`src/sv/llks_pkg.sv`:
```
package llks_pkg;

  // Bytes compared at once: the current byte plus seven earlier bytes.
  localparam int unsigned KW_SPAN  = 8;
  localparam int unsigned HIST_LEN = KW_SPAN - 1;

  localparam int unsigned KW_HIGH_COUNT = 4;
  localparam int unsigned KW_MED_COUNT  = 6;

  localparam logic [7:0] ASCII_UPPER_A = 8'h41;
  localparam logic [7:0] ASCII_UPPER_Z = 8'h5A;
  localparam logic [7:0] ASCII_CASE_OFFSET = 8'h20;

  typedef enum logic [1:0] {
    SEV_LOW    = 2'd0,
    SEV_MEDIUM = 2'd1,
    SEV_HIGH   = 2'd2
  } severity_t;

  // Window of folded bytes, newest (the current byte) at index 0.
  typedef logic [KW_SPAN-1:0][7:0] win_t;

  // Keywords are right-aligned: the last character sits in the low byte.
  typedef logic [8*KW_SPAN-1:0] kw_text_t;
  typedef logic [3:0] kw_len_t;

  localparam kw_text_t KW_HIGH_TEXT [KW_HIGH_COUNT] = '{
    "panic", "critical", "fatal", "segfault"
  };
  localparam kw_len_t KW_HIGH_LEN [KW_HIGH_COUNT] = '{
    4'd5, 4'd8, 4'd5, 4'd8
  };

  localparam kw_text_t KW_MED_TEXT [KW_MED_COUNT] = '{
    "error", "failed", "failure", "denied", "warning", "warn"
  };
  localparam kw_len_t KW_MED_LEN [KW_MED_COUNT] = '{
    4'd5, 4'd6, 4'd7, 4'd6, 4'd7, 4'd4
  };

  function automatic logic [7:0] fold_byte(input logic [7:0] b);
    logic [7:0] f;
    f = b;
    if (b >= ASCII_UPPER_A && b <= ASCII_UPPER_Z) begin
      f = b + ASCII_CASE_OFFSET;
    end
    return f;
  endfunction

  // True when the keyword ends at the newest byte of the window.
  function automatic logic kw_ends(input win_t win, input kw_text_t text,
                                   input kw_len_t len);
    logic hit;
    hit = 1'b1;
    for (int i = 0; i < KW_SPAN; i++) begin
      if (kw_len_t'(i) < len && win[i] != text[8*i +: 8]) begin
        hit = 1'b0;
      end
    end
    return hit;
  endfunction

endpackage

```
`src/sv/log_line_keyword_severity.sv`:
```
// Log line severity classifier. Feed a line one word per cycle on the in_
// channel: in_tdata carries the raw byte, in_tuser says whether that byte is
// valid, and in_tlast marks the final word of the line. Letters are folded to
// lower case and every keyword that ends on a byte is recognized (panic,
// critical, fatal and segfault rank high; error, failed, failure, denied,
// warning and warn rank medium). On the line's final word a single result word
// comes out on the out_ channel with the severity: 2 high, 1 medium, 0 low.
// A word with in_tuser low adds nothing to the line, so such a word with
// in_tlast high closes an empty line (severity 0) or ends a line early.
// Keywords never span two lines. The block takes one word every cycle except
// when held up as told below. The result word is registered: the final word
// waits in the input register, and the keyword compare behind it loads the
// output register once that register is free. Only a stalled result word
// holds up the input, and only when the next word waiting in the input
// register also ends a line.
module log_line_keyword_severity (
  input  logic       clk,
  input  logic       rst_n,

  input  logic       in_tvalid,
  output logic       in_tready,
  input  logic [7:0] in_tdata,    // [7:0] line_byte
  input  logic       in_tuser,    // [0] byte_present
  input  logic       in_tlast,    // end_of_line

  output logic       out_tvalid,
  input  logic       out_tready,
  output logic [7:0] out_tdata    // [1:0] severity_level, [7:2] zero
);
  import llks_pkg::*;

  // Input register: the folded byte and its flags.
  logic       s1_valid_r, s1_valid_nxt;
  logic [7:0] s1_byte_r;
  logic       s1_present_r;
  logic       s1_eol_r;

  // Line state: the seven previous folded bytes, newest at index 0.
  logic [HIST_LEN-1:0][7:0] hist_r, hist_nxt;
  logic                     high_r, high_nxt;
  logic                     med_r, med_nxt;

  // Output register.
  logic      out_valid_r, out_valid_nxt;
  severity_t out_sev_r, out_sev_nxt;

  logic in_fire;
  logic out_free;
  logic s1_fire;
  win_t win;
  logic high_match;
  logic med_match;
  logic high_any;
  logic med_any;

  assign in_fire  = in_tvalid && in_tready;
  assign out_free = !out_valid_r || out_tready;
  // A word that does not end a line never needs the output register.
  assign s1_fire  = s1_valid_r && (!s1_eol_r || out_free);
  assign in_tready = !s1_valid_r || s1_fire;

  assign out_tvalid = out_valid_r;
  assign out_tdata  = {6'd0, out_sev_r};

  // Compare window: the current byte, then the stored history.
  always_comb begin
    win[0] = s1_byte_r;
    for (int i = 0; i < HIST_LEN; i++) begin
      win[i+1] = hist_r[i];
    end
  end

  always_comb begin
    high_match = 1'b0;
    for (int k = 0; k < KW_HIGH_COUNT; k++) begin
      if (kw_ends(win, KW_HIGH_TEXT[k], KW_HIGH_LEN[k])) begin
        high_match = 1'b1;
      end
    end
    med_match = 1'b0;
    for (int k = 0; k < KW_MED_COUNT; k++) begin
      if (kw_ends(win, KW_MED_TEXT[k], KW_MED_LEN[k])) begin
        med_match = 1'b1;
      end
    end
  end

  assign high_any = high_r || (s1_present_r && high_match);
  assign med_any  = med_r  || (s1_present_r && med_match);

  always_comb begin
    s1_valid_nxt  = s1_valid_r;
    hist_nxt      = hist_r;
    high_nxt      = high_r;
    med_nxt       = med_r;
    out_valid_nxt = out_valid_r;
    out_sev_nxt   = out_sev_r;

    if (out_valid_r && out_tready) begin
      out_valid_nxt = 1'b0;
    end

    if (s1_fire) begin
      s1_valid_nxt = 1'b0;
      if (s1_present_r) begin
        hist_nxt = {hist_r[HIST_LEN-2:0], s1_byte_r};
      end
      high_nxt = high_any;
      med_nxt  = med_any;
      if (s1_eol_r) begin
        out_valid_nxt = 1'b1;
        if (high_any) begin
          out_sev_nxt = SEV_HIGH;
        end else if (med_any) begin
          out_sev_nxt = SEV_MEDIUM;
        end else begin
          out_sev_nxt = SEV_LOW;
        end
        // The line is over: start the next one from a clean window.
        hist_nxt = '0;
        high_nxt = 1'b0;
        med_nxt  = 1'b0;
      end
    end

    if (in_fire) begin
      s1_valid_nxt = 1'b1;
    end
  end

  always_ff @(posedge clk) begin
    if (!rst_n) begin
      s1_valid_r  <= 1'b0;
      hist_r      <= '0;
      high_r      <= 1'b0;
      med_r       <= 1'b0;
      out_valid_r <= 1'b0;
    end else begin
      s1_valid_r  <= s1_valid_nxt;
      hist_r      <= hist_nxt;
      high_r      <= high_nxt;
      med_r       <= med_nxt;
      out_valid_r <= out_valid_nxt;
    end
  end

  // Payload registers carry no reset.
  always_ff @(posedge clk) begin
    out_sev_r <= out_sev_nxt;
    if (in_fire) begin
      s1_byte_r    <= fold_byte(in_tdata);
      s1_present_r <= in_tuser;
      s1_eol_r     <= in_tlast;
    end
  end

  // A line end wipes the window and both flags.
  a_eol_clears: assert property (@(posedge clk) disable iff (!rst_n)
    (s1_fire && s1_eol_r) |=> (!high_r && !med_r && hist_r == '0))
    else $error("line state not cleared after end of line");

  // The input register stalls only behind a blocked result.
  a_stall_reason: assert property (@(posedge clk) disable iff (!rst_n)
    (s1_valid_r && !s1_fire) |-> (s1_eol_r && out_valid_r && !out_tready))
    else $error("input register stalled without a blocked result");

  // A new result appears only after an end-of-line word left the input register.
  a_result_source: assert property (@(posedge clk) disable iff (!rst_n)
    $rose(out_valid_r) |-> $past(s1_fire && s1_eol_r))
    else $error("result word without an end of line");

  // An empty input register always takes a word.
  a_ready_when_empty: assert property (@(posedge clk) disable iff (!rst_n)
    !s1_valid_r |-> in_tready)
    else $error("input not ready while input register is empty");

endmodule

```
`config.mk`:
```
export PLATFORM = sky130hd
export DESIGN_NAME = log_line_keyword_severity
export DESIGN_NICKNAME = d
export VERILOG_FILES = /design/src/sv/llks_pkg.sv /design/src/sv/log_line_keyword_severity.sv
export SDC_FILE = /design/constraint.sdc
export NUM_CORES = 1
export LEC_CHECK = 0
export BUFFER_PORTS_ARGS = -buffer_cell sky130_fd_sc_hd__buf_4
export CORE_MARGIN = 2
export CORE_UTILIZATION = 45
export DETAILED_ROUTE_END_ITERATION = 10
export GPL_ROUTABILITY_DRIVEN = 0
export HOLD_SLACK_MARGIN = 0.15
export PLACE_DENSITY = 0.65
export SYNTH_ARGS = -nofsm -noshare
export SYNTH_HDL_FRONTEND = slang
export SYNTH_SLANG_ARGS = --single-unit
```
`constraint.sdc`:
```
create_clock -name clk -period 3.55 [get_ports clk]
set_clock_uncertainty 0.2 [all_clocks]
set_input_delay 0.1775 -clock clk [delete_from_list [all_inputs] [get_ports clk]]
set_output_delay 0.1775 -clock clk [all_outputs]
set_load 0.1 [all_outputs]
```
==> impl_metrics.py <==
metrics = {
    "floorplanning": {
        "num_rows": 31,
        "die_width_um": 90.6,
        "core_area_um2": 7250,
        "ios": 24,
        "initial_core_util_pct": 46.5,
        "die_y_um": 90.6,
        "dieArea_um2": 8200,
    },
    "setup_path": {
        "cp-end-kind": "flip-flop",
        "start_kind": "flip-flop",
        "critPathMaxFanout": 6,
        "startpoint": "s1_byte_r[2]",
        "regToRegEndpoint": "out_sev_r[0]",
        "worstPathRequired_ps": 3430,
        "critPathKind": "reg2reg",
        "critical_path_arrival_ps": 2480,
        "reg2reg_depth": 6,
        "r2r_setup_slack_ps": 950,
        "r2r-start": "s1_byte_r[2]",
    },
    "finish": {
        "drive_above_1_share_pct": 13.2,
        "layout-area-overhead-vs-synth_pct": 16.5,
        "utilization_pct": 54.2,
        "antenna_cells": 0,
        "nNetsFinal": 373,
    },
    "power_and_ir_drop": {
        "power_frac_comb_pct": 6.7,
        "p_switching_w": 0.000394,
        "pwr-share-clk_pct": 43.2,
        "power.internal_w": 0.00131,
        "sw_frac_of_total_pct": 23.2,
        "p_leak_nw": 1.20,
        "p_per_area_nw_per_um2": 433,
        "power_frac_seq_pct": 50.1,
        "ir_drop_uv": 218,
    },
    "clock_network": {
        "clkLatencyLatePin_ps": 350,
        "numCtsBuffers": 9,
        "htreeDepth": 3,
        "path_clk_slew_ps": 80,
        "cts.sinks": 72,
        "cts_tree": "yes",
        "cts_resized": 0,
        "root_buffer": "clkbuf_8",
        "clk_path_buf_depth": 2,
    },
    "synthesis": {
        "ys_seq_area_share_pct": 46.3,
        "ys_async_sr_fraction_pct": 0,
        "netlist.area_leader.share_pct": 35.6,
        "synthMostInstantiatedCell": "dfxtp_1",
        "ys_warn_count": 0,
        "yosys-top-cells-area": "dfxtp_1, a22oi_1, edfxtp_1, nor2b_1, nand4bb_1",
        "synth_cell_types": 56,
        "ys_ff_latch": 72,
        "synth_edf_count": 12,
        "synthCells": 333,
        "syn_area_um2": 3370,
        "synth-main-ff-cell": "dfxtp_1",
        "synthTopCellsByCount": "dfxtp_1, a22oi_1, nor2b_1",
        "avgSynthCellArea_um2": 10.1,
        "synth_largest_area_cell": "dfxtp_1",
    },
    "detailed_routing": {
        "post-route-drc-count": 0,
        "wl_per_cell_um": 17.8,
        "totalWireLength_um": 8240,
        "initialDrtViolationCount": 249,
        "postRouteAntennaNets": 0,
        "via_count": 2780,
        "viasPerCell": 6.02,
        "dr.pass1.iters": 5,
    },
    "global_route": {
        "grt_pass1_vias": 2660,
        "grt_max_degree": 61,
        "grt_overflow_total": 0,
        "grt_pass1_wl_um": 13600,
        "antenna_found_initial": 0,
        "track_usage_pct": 20.8,
    },
    "timing": {
        "setup_viol": 0,
        "hold_viol_final": 0,
        "relSlewSlack_pct": 29.2,
        "min_period_over_period_pct": 73.2,
        "final_max_slew_viol_count": 0,
        "rsz0062_at_grt": "no",
        "fmax_mhz": 385,
        "tightest_slew_ps": 1060,
        "period_minus_slack_ps": 2600,
        "finalSetupTns_ps": 0,
    },
    "hold_path": {
        "hp-class": "reg2reg",
        "hold-path-cell-count": 2,
        "min_from": "hist_r[53]",
        "hold_end": "hist_r[53]",
    },
    "job": {
        "drv_cap": 0,
    },
    "outcome": {
        "status": "completed",
    },
    "placement": {
        "port_buffers": 17,
        "dpl.hpwl_um": 5380,
    },
}
area by class of cell:
cell class | count | area (um2)
flip-flops and latches | 72 | 1560
well taps | 99 | 124
inverters | 3 | 11.3
repair buffers | 33 | 285
clock buffers | 13 | 190
multi-input cells | 239 | 1710
fillers | 672 | 3320
clock inverters | 3 | 43.8
per-stage QoR:
step / power, W / cells / cell area (um2) / hold slack, ps / worst slack, ps
6_report: 0.00170 / 462 / 3930 / 319 / 951
5_1_grt: 0.00175 / 462 / 3930 / 344 / 880
4_1_cts: 0.00171 / 462 / 3930 / 323 / 985
3_5_place_dp: 0.000972 / 431 / 3540 / 157 / 1000
3_3_place_gp: 0.000971 / 431 / 3540 / 156 / 1110
2_1_floorplan: 0.000949 / 338 / 3390 / 76.4 / 890
power groups by stage:
stage	Sequential, W	Clock, W	Combinational [W]
4_1_cts	0.000852	0.000745	0.000114
3_3_place_gp	0.000871	0	0.000101
5_1_grt	0.000854	0.000776	0.000123
6_report	0.000852	0.000734	0.000115
3_5_place_dp	0.000871	0	0.000101
2_1_floorplan	0.000870	0	0.0000787
per-layer routing:
layer | up-vias | wire length [um] | global-route usage [%]
met5 | - | 0 | 0
met2 | 102 | 3820 | 32.2
li1 | 1330 | - | -
met3 | 23 | 487 | 4.92
met1 | 1325 | 3710 | 27.4
met4 | 0 | 233 | 9.36
cell families after synthesis:
| kind of cell | after synthesis | share of synthesized area [%] |
|---|---|---|
| compound gates | 76 | 17.0 |
| fa+ha+maj | 1 | 0.371 |
| buf+inv | 27 | 3.82 |
| other cells | 1 | 0.111 |
| flops | 72 | 46.3 |
| simple gates | 156 | 32.4 |
how the worst max path moves through the flow:
| stage | to | slack (ps) | cells after the start |
|---|---|---|---|
| 3_5_place_dp | out_sev_r[0] | 1000 | 6 |
| 6_report | out_sev_r[0] | 950 | 6 |
| 2_1_floorplan | s1_valid_r | 890 | 3 |
| 4_1_cts | out_sev_r[0] | 980 | 6 |
| 3_3_place_gp | out_sev_r[0] | 1110 | 6 |
| 5_1_grt | out_sev_r[0] | 880 | 6 |
cells in the final DEF (no fill, tap or decap), drive strengths merged, types with 2 or more instances in the layout:
master and count:
a21boi 2, a21oi 2, a22oi 56, a31oi 2
and3 2, and3b 3, and4b 4, buf 18
clkbuf 13, conb 6, dfxtp 60, dlygate4sd3 15
edfxtp 12, inv 4, nand2 7, nand2b 3
nand3 7, nand4 6, nand4b 8, nand4bb 7
nor2 5, nor2b 56, nor3 3, nor3b 2
nor4 10, nor4b 4, nor4bb 6, o21ai 2
o31ai 2, or2 3, or3 5, or3b 2
or4 6, or4bb 3
worst max-delay path: stages, from the launching register on:
cell and delay [ps]:
edfxtp_1 460, or2_2 340, or3_2 450, nor4_1 420
o2111ai_1 180, o21ai_2 240, nor2_1 70
flip-flops by register name (all words and copies together) (netlist names):
register / count
hist_r: 56
s1_byte_r: 8
out_sev_r: 2
high_r: 1
med_r: 1
out_tvalid: 1
s1_eol_r: 1
s1_present_r: 1
s1_valid_r: 1
timing repair:
item,in CTS,in global routing
hold buffers,15,0
hold endpoints to repair,69,0
buffers inserted,0,0
Power figures use the tool's default switching activity.
